==> config.mk <==
export PLATFORM = sky130hd
export DESIGN_NAME = stun_message_validator
export DESIGN_NICKNAME = d
export VERILOG_FILES = /design/src/rtl/stunmv_pkg.sv /design/src/rtl/stunmv_in_stage.sv /design/src/rtl/stunmv_parser.sv /design/src/rtl/stunmv_out_stage.sv /design/src/rtl/stun_message_validator.sv
export SDC_FILE = /design/constraint.sdc
export NUM_CORES = 1
export LEC_CHECK = 0
export BUFFER_PORTS_ARGS = -buffer_cell sky130_fd_sc_hd__clkbuf_2
export CAP_MARGIN = 25
export CORE_AREA = 2 2 178 180
export CTS_CLUSTER_DIAMETER = 150
export DETAILED_ROUTE_END_ITERATION = 7
export DIE_AREA = 0 0 180 182
export HOLD_SLACK_MARGIN = 0.15
export MAX_ROUTING_LAYER = met4
export PLACE_DENSITY_LB_ADDON = 0.3
export SYNTH_ARGS = -nofsm -noshare
export SYNTH_HDL_FRONTEND = slang
export SYNTH_SLANG_ARGS = --single-unit
==> constraint.sdc <==
create_clock -name clk -period 4.6 [get_ports clk]
set_input_delay 1.38 -clock clk [delete_from_list [all_inputs] [get_ports clk]]
set_output_delay 1.38 -clock clk [all_outputs]
set_load 0.02 [all_outputs]
==> src/rtl/stunmv_pkg.sv <==
// ----------------------------------------------------------------------------
// STUN message validator package
// Item types, status codes, walk phases and sizing constants.
// ----------------------------------------------------------------------------
package stunmv_pkg;

	// Header is 20 bytes; byte position saturates at the top of 17 bits.
	localparam int HDR_BYTES     = 20;
	localparam int POS_W         = 17;
	localparam int ATTR_TYPE_MAX = 11;

	// Attribute limit per datagram and the counter width it needs.
	localparam int MAX_ATTRS  = 16;
	localparam int ATTR_CNT_W = $clog2(MAX_ATTRS + 1);

	// Result status codes.
	typedef enum logic [2:0] {
		ST_OK            = 3'd0,
		ST_SHORT         = 3'd1,
		ST_UNKNOWN_TYPE  = 3'd2,
		ST_LEN_MISMATCH  = 3'd3,
		ST_ATTR_OVERRUN  = 3'd4,
		ST_BAD_ATTR_TYPE = 3'd5,
		ST_TOO_MANY      = 3'd6
	} status_t;

	// Position inside a 4-byte attribute header.
	typedef enum logic [1:0] {
		PH_TYPE_HI = 2'd0,
		PH_TYPE_LO = 2'd1,
		PH_LEN_HI  = 2'd2,
		PH_LEN_LO  = 2'd3
	} phase_t;

	// One datagram byte.
	typedef struct packed {
		logic [7:0] data_byte;
		logic       last_byte;
	} byte_item_t;

	// One validation result.
	typedef struct packed {
		logic [2:0]       status;
		logic [15:0]      message_type;
		logic [15:0]      declared_length;
		logic [4:0]       attr_total;
		logic             found;
		logic [POS_W-1:0] found_offset;
	} result_item_t;

endpackage

==> src/rtl/stunmv_in_stage.sv <==
// ----------------------------------------------------------------------------
// STUN validator input stage
// Registers one incoming byte item and holds it until the parser takes it.
// ----------------------------------------------------------------------------
module stunmv_in_stage (
	input  logic                   clk,
	input  logic                   arst_n,
	input  logic                   byte_valid,
	output logic                   byte_ready,
	input  stunmv_pkg::byte_item_t byte_item,
	input  logic                   advance,
	output logic                   valid_s1,
	output stunmv_pkg::byte_item_t item_s1
);
	import stunmv_pkg::*;

	// The stage can take a new item when empty or when its item leaves now.
	assign byte_ready = !valid_s1 || advance;

	// Valid flag of the stage.
	always_ff @(posedge clk or negedge arst_n) begin
		if (!arst_n) begin
			valid_s1 <= 1'b0;
		end else if (byte_ready) begin
			valid_s1 <= byte_valid;
		end
	end

	// Payload register.
	always_ff @(posedge clk) begin
		if (byte_valid && byte_ready) begin
			item_s1 <= byte_item;
		end
	end

endmodule

==> src/rtl/stunmv_parser.sv <==
// ----------------------------------------------------------------------------
// STUN validator parser
// Holds per-datagram state, walks header and attributes one byte per cycle
// (a last byte waits for a free result slot), forms the result on that byte.
// ----------------------------------------------------------------------------
module stunmv_parser (
	input  logic                     clk,
	input  logic                     arst_n,
	input  logic                     cfg_valid,
	input  logic [15:0]              cfg_data,
	input  logic                     valid_s1,
	input  stunmv_pkg::byte_item_t   item_s1,
	output logic                     advance,
	input  logic                     res_free,
	output logic                     res_load,
	output stunmv_pkg::result_item_t res_item
);
	import stunmv_pkg::*;

	// Configured attribute type.
	logic [15:0]           wanted_q;

	// Per-datagram state and its next value.
	logic [POS_W-1:0]      pos_q, pos_n;
	logic [15:0]           htype_q, htype_n;
	logic [15:0]           hlen_q, hlen_n;
	logic [15:0]           body_q, body_n;
	phase_t                phase_q, phase_n;
	logic [15:0]           atype_q, atype_n;
	logic [7:0]            alen_hi_q, alen_hi_n;
	logic [15:0]           vleft_q, vleft_n;
	logic [ATTR_CNT_W-1:0] acc_q, acc_n;
	status_t               err_q, err_n;
	logic                  match_q, match_n;
	logic [POS_W-1:0]      moff_q, moff_n;

	logic [7:0]            b;
	logic [15:0]           alen;
	logic [POS_W-1:0]      body_got;
	status_t               status;
	logic                  hdr_err;

	// Message types accepted in the header.
	function automatic logic type_known(input logic [15:0] t);
		return (t == 16'h0001) || (t == 16'h0101) || (t == 16'h0111) ||
		       (t == 16'h0002) || (t == 16'h0102) || (t == 16'h0112);
	endfunction

	// A byte moves on unless it closes a datagram and the result slot is busy.
	assign advance  = valid_s1 && (!item_s1.last_byte || res_free);
	assign res_load = advance && item_s1.last_byte;

	assign b    = item_s1.data_byte;
	assign alen = {alen_hi_q, b};

	// Next state for one byte: header capture, then the attribute walk.
	always_comb begin
		htype_n   = htype_q;
		hlen_n    = hlen_q;
		body_n    = body_q;
		phase_n   = phase_q;
		atype_n   = atype_q;
		alen_hi_n = alen_hi_q;
		vleft_n   = vleft_q;
		acc_n     = acc_q;
		err_n     = err_q;
		match_n   = match_q;
		moff_n    = moff_q;
		if (pos_q == POS_W'(0)) begin
			htype_n = {b, htype_q[7:0]};
		end else if (pos_q == POS_W'(1)) begin
			htype_n = {htype_q[15:8], b};
		end else if (pos_q == POS_W'(2)) begin
			hlen_n = {b, hlen_q[7:0]};
		end else if (pos_q == POS_W'(3)) begin
			hlen_n = {hlen_q[15:8], b};
			body_n = {hlen_q[15:8], b};
		end else if (pos_q >= POS_W'(HDR_BYTES) && body_q != 16'd0 && err_q == ST_OK) begin
			if (vleft_q != 16'd0) begin
				vleft_n = vleft_q - 16'd1;
				body_n  = body_q - 16'd1;
			end else begin
				unique case (phase_q)
					PH_TYPE_HI: begin
						if (acc_q >= ATTR_CNT_W'(MAX_ATTRS)) begin
							err_n = ST_TOO_MANY;
						end else if (body_q < 16'd4) begin
							err_n = ST_ATTR_OVERRUN;
						end else begin
							atype_n = {b, 8'h00};
							phase_n = PH_TYPE_LO;
							body_n  = body_q - 16'd1;
						end
					end
					PH_TYPE_LO: begin
						atype_n = {atype_q[15:8], b};
						phase_n = PH_LEN_HI;
						body_n  = body_q - 16'd1;
					end
					PH_LEN_HI: begin
						alen_hi_n = b;
						phase_n   = PH_LEN_LO;
						body_n    = body_q - 16'd1;
					end
					PH_LEN_LO: begin
						phase_n = PH_TYPE_HI;
						// The value must fit in what is left after this byte.
						if (alen >= body_q) begin
							err_n = ST_ATTR_OVERRUN;
						end else if (atype_q > 16'(ATTR_TYPE_MAX)) begin
							err_n = ST_BAD_ATTR_TYPE;
						end else begin
							acc_n   = acc_q + ATTR_CNT_W'(1);
							vleft_n = alen;
							body_n  = body_q - 16'd1;
							if (!match_q && atype_q == wanted_q) begin
								match_n = 1'b1;
								moff_n  = pos_q - POS_W'(3);
							end
						end
					end
					default: begin
						phase_n = PH_TYPE_HI;
					end
				endcase
			end
		end
	end

	// Byte position saturates at its maximum.
	assign pos_n = (pos_q == {POS_W{1'b1}}) ? pos_q : pos_q + POS_W'(1);

	// Result status in priority order, taken after this byte's update.
	assign body_got = pos_n - POS_W'(HDR_BYTES);
	always_comb begin
		priority if (pos_n < POS_W'(HDR_BYTES)) begin
			status = ST_SHORT;
		end else if (!type_known(htype_n)) begin
			status = ST_UNKNOWN_TYPE;
		end else if (body_got != {1'b0, hlen_n}) begin
			status = ST_LEN_MISMATCH;
		end else begin
			status = err_n;
		end
	end

	// Header errors report no attribute details.
	assign hdr_err = (status == ST_SHORT) || (status == ST_UNKNOWN_TYPE) ||
	                 (status == ST_LEN_MISMATCH);

	always_comb begin
		res_item.status          = status;
		res_item.message_type    = htype_n;
		res_item.declared_length = hlen_n;
		res_item.attr_total      = hdr_err ? 5'd0 : 5'(acc_n);
		res_item.found           = !hdr_err && match_n;
		res_item.found_offset    = (!hdr_err && match_n) ? moff_n : '0;
	end

	// Configuration register.
	always_ff @(posedge clk or negedge arst_n) begin
		if (!arst_n) begin
			wanted_q <= 16'd1;
		end else if (cfg_valid) begin
			wanted_q <= cfg_data;
		end
	end

	// Datagram state: updated per byte, cleared after the last byte.
	always_ff @(posedge clk or negedge arst_n) begin
		if (!arst_n) begin
			pos_q     <= '0;
			htype_q   <= '0;
			hlen_q    <= '0;
			body_q    <= '0;
			phase_q   <= PH_TYPE_HI;
			atype_q   <= '0;
			alen_hi_q <= '0;
			vleft_q   <= '0;
			acc_q     <= '0;
			err_q     <= ST_OK;
			match_q   <= 1'b0;
			moff_q    <= '0;
		end else if (advance) begin
			if (item_s1.last_byte) begin
				pos_q     <= '0;
				htype_q   <= '0;
				hlen_q    <= '0;
				body_q    <= '0;
				phase_q   <= PH_TYPE_HI;
				atype_q   <= '0;
				alen_hi_q <= '0;
				vleft_q   <= '0;
				acc_q     <= '0;
				err_q     <= ST_OK;
				match_q   <= 1'b0;
				moff_q    <= '0;
			end else begin
				pos_q     <= pos_n;
				htype_q   <= htype_n;
				hlen_q    <= hlen_n;
				body_q    <= body_n;
				phase_q   <= phase_n;
				atype_q   <= atype_n;
				alen_hi_q <= alen_hi_n;
				vleft_q   <= vleft_n;
				acc_q     <= acc_n;
				err_q     <= err_n;
				match_q   <= match_n;
				moff_q    <= moff_n;
			end
		end
	end

endmodule

==> src/rtl/stunmv_out_stage.sv <==
// ----------------------------------------------------------------------------
// STUN validator result register
// Holds one result item until the consumer takes it.
// ----------------------------------------------------------------------------
module stunmv_out_stage (
	input  logic                     clk,
	input  logic                     arst_n,
	input  logic                     res_load,
	output logic                     res_free,
	input  stunmv_pkg::result_item_t res_item,
	output logic                     result_valid,
	input  logic                     result_ready,
	output stunmv_pkg::result_item_t result_item
);
	import stunmv_pkg::*;

	// The slot can be refilled when empty or when its item is taken now.
	assign res_free = !result_valid || result_ready;

	// Valid flag of the result slot.
	always_ff @(posedge clk or negedge arst_n) begin
		if (!arst_n) begin
			result_valid <= 1'b0;
		end else if (res_free) begin
			result_valid <= res_load;
		end
	end

	// Result payload.
	always_ff @(posedge clk) begin
		if (res_load) begin
			result_item <= res_item;
		end
	end

endmodule

==> src/rtl/stun_message_validator.sv <==
// Path: a byte item is captured in the input register and parsed there; on
// the last byte the result item is loaded into the result register.
// Throughput: one byte item per cycle, limited only by the one-entry result
// register when a datagram's last byte meets a result not yet taken.
// Reset: arst_n clears the valid flags and the datagram state at once and
// sets the wanted attribute type (wanted_q in the parser) to 1.
// ----------------------------------------------------------------------------
// STUN message validator
// Checks a STUN datagram byte by byte and reports one result per datagram.
// ----------------------------------------------------------------------------
module stun_message_validator (
	input  logic                     clk,
	input  logic                     arst_n,
	input  logic                     cfg_valid,
	output logic                     cfg_ready,
	input  logic [15:0]              cfg_data,
	input  logic                     byte_valid,
	output logic                     byte_ready,
	input  stunmv_pkg::byte_item_t   byte_item,
	output logic                     result_valid,
	input  logic                     result_ready,
	output stunmv_pkg::result_item_t result_item
);
	import stunmv_pkg::*;

	logic         valid_s1;
	byte_item_t   item_s1;
	logic         advance;
	logic         res_load;
	logic         res_free;
	result_item_t res_item;

	// Configuration writes are always taken.
	assign cfg_ready = 1'b1;

	// Input register.
	stunmv_in_stage u_in (
		.clk        (clk),
		.arst_n     (arst_n),
		.byte_valid (byte_valid),
		.byte_ready (byte_ready),
		.byte_item  (byte_item),
		.advance    (advance),
		.valid_s1   (valid_s1),
		.item_s1    (item_s1)
	);

	// Header and attribute walk.
	stunmv_parser u_parser (
		.clk       (clk),
		.arst_n    (arst_n),
		.cfg_valid (cfg_valid && cfg_ready),
		.cfg_data  (cfg_data),
		.valid_s1  (valid_s1),
		.item_s1   (item_s1),
		.advance   (advance),
		.res_free  (res_free),
		.res_load  (res_load),
		.res_item  (res_item)
	);

	// Result register.
	stunmv_out_stage u_out (
		.clk          (clk),
		.arst_n       (arst_n),
		.res_load     (res_load),
		.res_free     (res_free),
		.res_item     (res_item),
		.result_valid (result_valid),
		.result_ready (result_ready),
		.result_item  (result_item)
	);

endmodule

==> run_results.csv, run 1 <==
group,metric,value,unit
logic_synthesis,ys_types,83,
power_and_ir_drop,p_int,0.00430,W
worst_setup_path,crit_path_end_kind,"flop",
logic_synthesis,ys_warn_count,0,
logic_synthesis,synth_seq_cells,218,
final_layout,instances_no_fill,1781,
final_layout,final_nets,1418,
clock_network,cts_root_buf,"clkbuf_16",
logic_synthesis,synth_edf_count,67,
worst_setup_path,crit_start,"u_parser.pos_q[10]$_DFFE_PN0P_",
clock_network,cts_max_level,1,
global_routing,gr-total-overflow,0,
worst_setup_path,critPathRequiredTime,4.98,ns
logic_synthesis,synth_fp_nets,1326,
global_routing,grt_pass1_wl,54300,um
worst_setup_path,r2r_slack,0.37,ns
die,die_area,32800,um^2
logic_synthesis,synth_fa_ha_area_frac,0.0296,
global_routing,first_global_vias,9721,
worst_setup_path,cp-endpoint,"u_out.result_item[12]$_SDFFCE_PN0P_",
die,coreArea,31000,um^2
sta,skew,0.0183,ns
sta,fin_setup_tns,0,ns
logic_synthesis,synth-compound-area-share,0.147,
die,initial_core_util,0.395,
logic_synthesis,synth_area,12200,um^2
placement,globalplace.congestion,0.901,
drt,drtAntennaViolNets,0,
worst_hold_path,worstHoldStart,"u_parser.hlen_q[7]$_DFFE_PN0P_",
worst_setup_path,regToRegEndpoint,"u_out.result_item[12]$_SDFFCE_PN0P_",
logic_synthesis,synthXorXnorAreaFrac,0.0449,
worst_setup_path,crit_arrival,4.61,ns
power_and_ir_drop,irDropWorstVdd,0.000286,V
placement,dp_slack,0.168,ns
sta,fin_crit_sh,0.919,
clock_network,clk_latency,0.54,ns
power_and_ir_drop,p_sw,0.00214,W
sta,rsz0062_at_grt,"false",
drt,drtIter0Drc,779,
placement,dp_hpwl,23800,um
power_and_ir_drop,p_seq_frac,0.378,
sta,max_freq,237,MHz
power_and_ir_drop,p_comb_frac,0.275,
final_layout,drive_gt1_frac,0.207,
logic_synthesis,postSynthAreaPerCell,9.66,um^2
drt,wl,33900,um
final_layout,n_antenna_cell,0,
power_and_ir_drop,pwr-share-clk,0.347,
global_routing,grt_start_max_net_pins,66,
drt,vias,9917,
drt,firstDrtPassIters,7,
worst_hold_path,hold_class,"reg -> reg",
logic_synthesis,async_flop_share,0.693,
power_and_ir_drop,swShare,0.333,
status,outcome,"completed",
sta,fin_crit,4.23,ns
logic_synthesis,synth_ff_type,"dfrtp_1",
worst_setup_path,cp_max_fo,24,
sta,slew-limit-headroom,0.337,
clock_network,cts_tree,"built",
drt,wl_per_cell,19.0,um
clock_network,hold_buffers,0,
final_layout,fillCellCount,2931,
die,die_h,182,um
sta,setup_viol_count_final,0,
power_and_ir_drop,power_density,453,nW/um^2
global_routing,grt_usage,0.211,
die,ios,91,
logic_synthesis,syn_inst,1267,
clock_network,clock-sinks,218,
power_and_ir_drop,p_total,0.00644,W
logic_synthesis,synth.area.mux_share,0.0583,
worst_setup_path,cp-start-kind,"flop",
logic_synthesis,synth_top_family_by_area,"simple AND/OR/NAND/NOR gates",
worst_setup_path,worstRegToRegCells,11,
die,fp.dieW,180,um
clock_network,numCtsBuffers,26,
die,row_count,65,
placement,dp_cells,1730,
sta,tightest_slew,0.988,ns
run,max-cap-violations,0,
worst_setup_path,regToRegStartpoint,"u_parser.pos_q[10]$_DFFE_PN0P_",
final_layout,synthToLayoutAreaGrowth,16.1,%
clock_network,path_clk_slew,0.06,ns
logic_synthesis,synthSimpleGateAreaFrac,0.202,
global_routing,antenna_found_initial,0,
worst_hold_path,holdPathStages,2,
logic_synthesis,seq_area_frac_synth,0.473,
sta,hold_viol_final,0,
drt,drc,0,
sta,setup_ws,0.372,ns
sta,slew_violations,0,
worst_setup_path,worst-setup-path-type,"reg -> reg",
power_and_ir_drop,power.leakage,6.12,nW
drt,viasPerCell,5.57,
clock_network,clockBufferDepth,3,
placement,io_buffers,89,
==> logic make-up after synthesis <==
logic type | after synthesis
flops | 218
compound gates | 305
simple gates | 457
other cells | 1
mux | 66
xor+xnor | 61
buf+inv | 130
fa+ha+maj | 29
==> power groups by stage <==
stage	logic [W]	registers (W)	clock network, W
floorplan	0.00125	0.00244	0
global placement	0.00172	0.00245	0
detailed placement	0.00175	0.00246	0
CTS	0.00176	0.00242	0.00227
global route	0.00200	0.00245	0.00235
finish	0.00177	0.00243	0.00224
==> area by class of cell <==
cell class	count	area (um^2)	area share
well taps	402	503	0.0354
clock buffers	39	812	0.0571
multi-input cells	919	5930	0.417
clock inverters	9	128	0.00898
inverters	54	203	0.0143
flip-flops and latches	218	5800	0.408
repair buffers	140	847	0.0596
==> registers in the layout, indices dropped and copies added, names as in the netlist, 2 cells and up <==
register / cells
u_out.result_item: 58
u_parser.moff_q: 17
u_parser.pos_q: 17
u_parser.atype_q: 16
u_parser.body_q: 16
u_parser.hlen_q: 16
u_parser.htype_q: 16
u_parser.vleft_q: 16
u_parser.wanted_q: 16
u_in.item_s1: 9
u_parser.alen_hi_q: 8
u_parser.acc_q: 5
u_parser.err_q: 3
u_parser.phase_q: 2
==> metal layers <==
| layer | track usage | share of wire | vias up |
|---|---|---|---|
| met2 | 0.347 | 0.49 | 293 |
| met1 | 0.277 | 0.44 | 4821 |
| met4 | 0.0507 | 0.023 | 0 |
| li1 | - | - | 4737 |
| met5 | - | 0 | - |
| met3 | 0.0273 | 0.049 | 66 |
==> placed cells by master, fill, tap and decap left out, types with 27 or more instances in the layout <==
| cell type | Yosys | routed |
|---|---|---|
| dfrtp_1 | 150 | 147 |
| buf_4 | 7 | 50 |
| nor2_1 | 101 | 101 |
| ha_1 | 29 | 28 |
| o21ai_0 | 132 | 132 |
| a21oi_1 | 86 | 86 |
| xnor2_1 | 27 | 27 |
| mux2_2 | 43 | 43 |
| xor2_1 | 32 | 32 |
| nor3_1 | 56 | 56 |
| nand2_1 | 121 | 120 |
| inv_1 | 54 | 53 |
| clkbuf_2 | 0 | 88 |
| edfxtp_1 | 67 | 67 |
| clkbuf_16 | 0 | 28 |
==> stage by stage <==
step	hold slack [ns]	utilization	area [um^2]
after floorplan	0.446	-	12200
after global placement	0.462	0.427	13200
after detailed placement	0.470	0.427	13200
after CTS	0.483	0.457	14200
after global routing	0.499	0.459	14200
final	0.479	0.459	14200
==> worst max-delay path, stage by stage (launching register included) <==
cell and delay (ns):
dfrtp_1 0.57, nand3_1 0.23, nor3_2 0.47, mux2i_1 0.44, and2_1 0.27, nand4_2 0.17, or4b_1 0.57, o211ai_1 0.13
a21oi_1 0.14, or4b_1 0.55, buf_4 0.26, nor3_2 0.23
==> how the worst min path moves through the flow <==
stage / slack [ns] / endpoint
2_1_floorplan: 0.45 / u_parser.hlen_q[0]$_DFFE_PN0P_
3_3_place_gp: 0.46 / u_parser.body_q[1]$_DFFE_PN0P_
3_5_place_dp: 0.47 / u_parser.hlen_q[7]$_DFFE_PN0P_
4_1_cts: 0.48 / u_parser.hlen_q[7]$_DFFE_PN0P_
5_1_grt: 0.50 / u_parser.hlen_q[0]$_DFFE_PN0P_
6_report: 0.48 / u_parser.hlen_q[7]$_DFFE_PN0P_
==> Yosys cell counts, types with 6 or more instances <==
library cell  number  area (um^2)
a21o_1             9         67.6
a21oi_1           86          430
a22o_1            11         96.3
a2bb2oi_1          6         52.6
a31oi_1            7         43.8
and2_1             7         43.8
and3_1             7         43.8
buf_2             18         90.1
buf_4              7         52.6
clkbuf_1          47          176
dfrtp_1          150         3750
edfxtp_1          67         2010
ha_1              29          363
inv_1             54          203
mux2_2            43          484
mux2i_1           23          230
nand2_1          121          454
nand2b_1           6         37.5
nand3_1           19         95.1
nand4_1           23          144
nor2_1           101          379
nor2b_1            8         50.1
nor3_1            56          280
nor3_2            23          230
nor3b_1           13         97.6
nor4_1            17          106
o21ai_0          132          661
o31ai_1            8         60.1
or3_1             14         87.6
xnor2_1           27          236
xor2_1            32          280
==> timing repair <==
action | CTS | global route
setup endpoints to repair | 0 | 24
setup buffers | 0 | 2
gates resized for setup | 0 | 8
No activity file was read; power rests on OpenSTA's default activity.
==> inputs of run 2 (changes only) <==
CORE_AREA = 2 2 153 155   (was 2 2 178 180)
DIE_AREA = 0 0 155 157   (was 0 0 180 182)
==> run_results.csv, run 2 (synthesized netlist as in run 1, its figures left out) <==
group,metric,value,unit
status,outcome,"completed",
drt,drtIter0Drc,869,
worst_setup_path,cp-start-kind,"flop",
worst_setup_path,worst-setup-path-type,"reg -> reg",
placement,globalplace.congestion,0.926,
drt,drtAntennaViolNets,0,
die,ios,91,
final_layout,synthToLayoutAreaGrowth,13.7,%
worst_setup_path,r2r_slack,0.24,ns
power_and_ir_drop,power.leakage,6.05,nW
clock_network,clockBufferDepth,3,
global_routing,first_global_vias,9422,
power_and_ir_drop,power_density,441,nW/um^2
clock_network,numCtsBuffers,25,
worst_hold_path,holdPathStages,2,
global_routing,grt_start_max_net_pins,121,
clock_network,ctsResizeCount,0,
drt,vias,9966,
worst_setup_path,crit_path_end_kind,"flop",
worst_setup_path,regToRegEndpoint,"u_out.result_item[6]$_SDFFCE_PN0P_",
run,max-cap-violations,0,
clock_network,hold_buffers,0,
clock_network,cts_setup_buffers,0,
sta,skew,0.0125,ns
worst_setup_path,worstRegToRegCells,10,
final_layout,largest_reg_flops,58,
power_and_ir_drop,swShare,0.340,
worst_setup_path,regToRegStartpoint,"u_parser.pos_q[6]$_DFFE_PN0P_",
global_routing,gr-total-overflow,0,
final_layout,layout_common_cells,"dfrtp_1 (150), o21ai_0 (132), nand2_1 (120)",
drt,viasPerCell,6.01,
power_and_ir_drop,p_sw,0.00209,W
die,row_count,55,
placement,dp_hpwl,22600,um
final_layout,drive_gt1_frac,0.199,
clock_network,path_clk_slew,0.06,ns
final_layout,top_regs,"u_out.result_item: 58 flops, u_parser.moff_q: 17 flops, u_parser.pos_q: 17 flops",
die,coreArea,22500,um^2
die,initial_core_util,0.544,
clock_network,cts_tree,"built",
die,die_area,24300,um^2
clock_network,clk_latency,0.53,ns
drt,wl_per_cell,19.2,um
sta,hold_viol_final,0,
final_layout,top_register,"u_out.result_item",
worst_hold_path,hold_class,"reg -> reg",
worst_setup_path,crit_arrival,4.73,ns
final_layout,instances_no_fill,1659,
power_and_ir_drop,pwr-share-clk,0.317,
placement,dp_cells,1613,
clock_network,cts_root_buf,"clkbuf_16",
drt,drc,0,
sta,max_freq,229,MHz
worst_setup_path,cp_max_fo,24,
die,die_h,157,um
drt,firstDrtPassIters,6,
sta,tightest_slew,1.08,ns
worst_hold_path,worstHoldStart,"u_parser.hlen_q[3]$_DFFE_PN0P_",
clock_network,cts_max_level,1,
global_routing,grt_pass1_wl,50400,um
sta,slew_violations,0,
global_routing,grt_usage,0.269,
power_and_ir_drop,p_comb_frac,0.289,
power_and_ir_drop,irDropWorstVdd,0.000353,V
sta,fin_crit_sh,0.948,
sta,slew-limit-headroom,0.279,
power_and_ir_drop,p_seq_frac,0.394,
sta,rsz0062_at_grt,"false",
final_layout,final_nets,1415,
sta,setup_viol_count_final,0,
worst_setup_path,critPathRequiredTime,4.97,ns
die,fp.dieW,155,um
sta,fin_setup_tns,0,ns
sta,fin_crit,4.36,ns
placement,io_buffers,89,
drt,wl,31900,um
global_routing,antenna_found_initial,0,
worst_hold_path,hold_path_end,"u_parser.hlen_q[3]$_DFFE_PN0P_",
clock_network,clock-sinks,218,
final_layout,n_antenna_cell,0,
power_and_ir_drop,p_int,0.00406,W
final_layout,layout_commonest_cell,"dfrtp_1",
run 2: worst max-delay path by stage:
| stage | startpoint | end | cells past startpoint |
|---|---|---|---|
| 2_1_floorplan | u_parser.pos_q[13]$_DFFE_PN0P_ | u_out.result_item[9]$_SDFFCE_PN0P_ | 17 |
| 3_3_place_gp | u_parser.pos_q[0]$_DFFE_PN0P_ | u_out.result_item[18]$_SDFFCE_PP0P_ | 16 |
| 3_5_place_dp | u_parser.pos_q[0]$_DFFE_PN0P_ | u_out.result_item[6]$_SDFFCE_PN0P_ | 17 |
| 4_1_cts | u_parser.pos_q[0]$_DFFE_PN0P_ | u_out.result_item[18]$_SDFFCE_PP0P_ | 17 |
| 5_1_grt | u_parser.pos_q[6]$_DFFE_PN0P_ | u_out.result_item[21]$_SDFFCE_PP0P_ | 10 |
| 6_report | u_parser.pos_q[6]$_DFFE_PN0P_ | u_out.result_item[6]$_SDFFCE_PN0P_ | 10 |
run 2: cell type report:
class	instances	area, um^2
fillers	1885	8580
flip-flops and latches	218	5790
well taps	285	357
clock buffers	30	664
clock inverters	15	140
multi-input cells	919	5920
inverters	54	203
repair buffers	138	852
run 2: routing by layer:
metal / vias to the layer above / global-route usage / part of all wire
met5: - / - / 0
li1: 4721 / - / -
met2: 353 / 0.426 / 0.47
met3: 79 / 0.0377 / 0.059
met1: 4813 / 0.360 / 0.43
met4: 0 / 0.0904 / 0.035
run 2: critical path, stage by stage, from the launching register on:
cell and delay, ns:
dfrtp_1 0.50, nor3_2 0.37, nand4_4 0.24, nor4b_2 0.46
mux2_2 0.42, or4_1 0.56, or4_1 0.58, nor2_1 0.11
or4b_1 0.43, buf_4 0.26, nor3_2 0.23
run 2: stage by stage:
stage	utilization	setup slack, ns	total power, W	hold slack (ns)	cell area [um^2]
floorplan	-	0.388	0.00369	0.446	12200
global placement	0.581	0.369	0.00416	0.462	13100
detailed placement	0.581	0.223	0.00420	0.469	13100
CTS	0.617	0.210	0.00616	0.484	13900
global route	0.619	0.00614	0.00650	0.522	13900
finish	0.619	0.239	0.00615	0.480	13900
run 2: power by group through the flow:
stage / logic [W] / registers, W / clock network [W]
CTS: 0.00176 / 0.00242 / 0.00198
finish: 0.00178 / 0.00242 / 0.00195
floorplan: 0.00125 / 0.00244 / 0
global route: 0.00199 / 0.00245 / 0.00206
detailed placement: 0.00175 / 0.00245 / 0
global placement: 0.00172 / 0.00244 / 0
==> inputs of run 3 (changes only) <==
CAP_MARGIN = 30   (was 25)
GPL_ROUTABILITY_DRIVEN = 0   (was unset)
MAX_ROUTING_LAYER = unset   (was met4)
==> run_results.csv, run 3 (synthesized netlist as in run 1, its figures left out) <==
group,metric,value,unit
worst_setup_path,worstRegToRegCells,10,
placement,io_buffers,89,
drt,viasPerCell,6.15,
power_and_ir_drop,p_sw,0.00209,W
drt,wl,31900,um
global_routing,grt_pass1_wl,51300,um
power_and_ir_drop,pwr-share-clk,0.314,
global_routing,gr-total-overflow,0,
worst_setup_path,crit_path_end_kind,"flop",
drt,vias,10200,
worst_hold_path,worstHoldStart,"u_parser.htype_q[10]$_DFFE_PN0P_",
worst_setup_path,path_common_cell,"or4_1",
worst_setup_path,cp-start-kind,"flop",
die,die_h,157,um
placement,dp_hpwl,22300,um
clock_network,cts_root_buf,"clkbuf_16",
worst_setup_path,crit_slowest_cell,"or4_1",
power_and_ir_drop,p_total,0.00613,W
final_layout,top_register,"u_out.result_item",
clock_network,cts_tree,"built",
worst_setup_path,worst-setup-path-type,"reg -> reg",
final_layout,fillCellCount,1849,
global_routing,first_global_vias,9769,
power_and_ir_drop,p_comb_frac,0.290,
die,coreArea,22500,um^2
clock_network,cts_max_level,1,
sta,fin_crit,4.37,ns
die,row_count,55,
worst_setup_path,crit_chain,"nor3_2 > nand4_4 > nor4b_2 > mux2_2 > or4_1 > or4_1 > nor2_1 > or4b_1 > buf_4 > nor3_1",
clock_network,clk_latency,0.53,ns
clock_network,path_clk_slew,0.06,ns
die,fp.dieW,155,um
power_and_ir_drop,p_seq_frac,0.396,
power_and_ir_drop,power_density,441,nW/um^2
sta,tightest_slew,0.998,ns
global_routing,grt_usage,0.265,
power_and_ir_drop,swShare,0.341,
global_routing,grt_start_max_net_pins,79,
worst_setup_path,regToRegEndpoint,"u_out.result_item[21]$_SDFFCE_PP0P_",
final_layout,drive_gt1_frac,0.196,
worst_hold_path,hold_class,"reg -> reg",
sta,fin_crit_sh,0.950,
die,initial_core_util,0.544,
global_routing,antenna_found_initial,0,
worst_setup_path,regToRegStartpoint,"u_parser.pos_q[6]$_DFFE_PN0P_",
power_and_ir_drop,irDropWorstVdd,0.000445,V
worst_setup_path,r2r_slack,0.23,ns
worst_setup_path,crit_arrival,4.72,ns
clock_network,numCtsBuffers,25,
clock_network,hold_buffers,0,
sta,fin_setup_tns,0,ns
worst_setup_path,critPathRequiredTime,4.96,ns
final_layout,synthToLayoutAreaGrowth,13.5,%
die,die_area,24300,um^2
drt,drtAntennaViolNets,0,
drt,drtIter0Drc,861,
sta,rsz0062_at_grt,"false",
clock_network,clock-sinks,218,
clock_network,clockBufferDepth,3,
drt,drc,0,
final_layout,largest_reg_flops,58,
final_layout,n_antenna_cell,0,
drt,wl_per_cell,19.3,um
worst_setup_path,cp_max_fo,24,
final_layout,layout_common_cells,"dfrtp_1 (149), o21ai_0 (132), nand2_1 (120)",
final_layout,layout_commonest_cell,"dfrtp_1",
sta,skew,0.0119,ns
status,outcome,"completed",
sta,hold_viol_final,0,
sta,setup_viol_count_final,0,
worst_hold_path,holdPathStages,2,
worst_hold_path,hold_path_end,"u_parser.htype_q[10]$_DFFE_PN0P_",
run,max-cap-violations,0,
sta,slew_violations,0,
sta,slew-limit-headroom,0.330,
die,ios,91,
sta,max_freq,229,MHz
worst_setup_path,critPathMaxStageDelay,0.56,ns
final_layout,multi_input_area,5930,um^2
power_and_ir_drop,power.leakage,6.02,nW
final_layout,register_area,5790,um^2
final_layout,top_regs,"u_out.result_item: 58 flops, u_parser.moff_q: 17 flops, u_parser.pos_q: 17 flops",
power_and_ir_drop,p_int,0.00404,W
final_layout,final_nets,1409,
drt,firstDrtPassIters,5,
run 3: changes by cell type in the layout (fill, tap and decap cells not counted):
cell        delta
bufinv_16      -1
clkinv_4       -1
mux2i_2        +2
clkinv_2       -1
clkinv_1       -2
buf_4          -7
clkbuf_1       +6
clkbuf_16      +1
dfrtp_1        -1
clkinvlp_4     -1
buf_12         +1
dfrtp_2        +1
mux2i_1        -2
run 3: area by class of cell:
class                      instances  share of cell area
multi-input combinational        919               0.427
inverter                          54              0.0146
clock buffer                      37              0.0512
clock inverter                     9             0.00585
timing repair buffer             132              0.0590
tap                              285              0.0257
sequential                       218               0.417
run 3: routing by layer:
| metal | track usage | vias up | wire length [um] |
|---|---|---|---|
| met5 | 0 | - | 0 |
| met4 | 0.104 | 0 | 1260 |
| met3 | 0.0369 | 86 | 2120 |
| met2 | 0.429 | 434 | 15000 |
| met1 | 0.362 | 4937 | 13500 |
| li1 | - | 4714 | - |
run 3: power by group through the flow:
stage          logic, W  registers (W)  clock network, W
3_5_place_dp    0.00174        0.00245                 0
5_1_grt         0.00199        0.00245           0.00203
2_1_floorplan   0.00125        0.00244                 0
4_1_cts         0.00175        0.00242           0.00196
6_report        0.00178        0.00243           0.00192
3_3_place_gp    0.00170        0.00245                 0
run 3: how the worst max path moves through the flow:
stage / endpoint / slack, ns / from / depth (start not counted)
detailed placement: u_out.result_item[21]$_SDFFCE_PP0P_ / 0.17 / u_parser.pos_q[0]$_DFFE_PN0P_ / 17
global placement: u_out.result_item[18]$_SDFFCE_PP0P_ / 0.44 / u_parser.pos_q[6]$_DFFE_PN0P_ / 10
floorplan: u_out.result_item[9]$_SDFFCE_PN0P_ / 0.39 / u_parser.pos_q[13]$_DFFE_PN0P_ / 17
finish: u_out.result_item[21]$_SDFFCE_PP0P_ / 0.23 / u_parser.pos_q[6]$_DFFE_PN0P_ / 10
CTS: u_out.result_item[21]$_SDFFCE_PP0P_ / 0.10 / u_parser.pos_q[0]$_DFFE_PN0P_ / 17
global route: u_out.result_item[21]$_SDFFCE_PP0P_ / 0.02 / u_parser.pos_q[6]$_DFFE_PN0P_ / 10
run 3: per-stage QoR:
step                       util  setup slack [ns]  hold slack, ns  instances  area (um^2)
after floorplan               -             0.388           0.446       1267        12200
after global placement    0.580             0.443           0.460       1606        13000
after detailed placement  0.581             0.171           0.471       1607        13100
after CTS                 0.616             0.105           0.486       1653        13900
after global routing      0.617            0.0179           0.527       1654        13900
final                     0.617             0.232           0.485       1654        13900
run 3: timing repair:
action	4_1_cts	5_1_grt
gates resized for setup	0	5
buffers inserted	0	0
endpoints found under the setup margin	0	24
hold endpoints to repair	0	0
run 3: critical path, delay by kind of cell, from the launching register on:
kind | cells | cell delay (ns)
buf+inv | 1 | 0.27
flops | 1 | 0.49
mux | 1 | 0.43
simple gates | 8 | 2.99
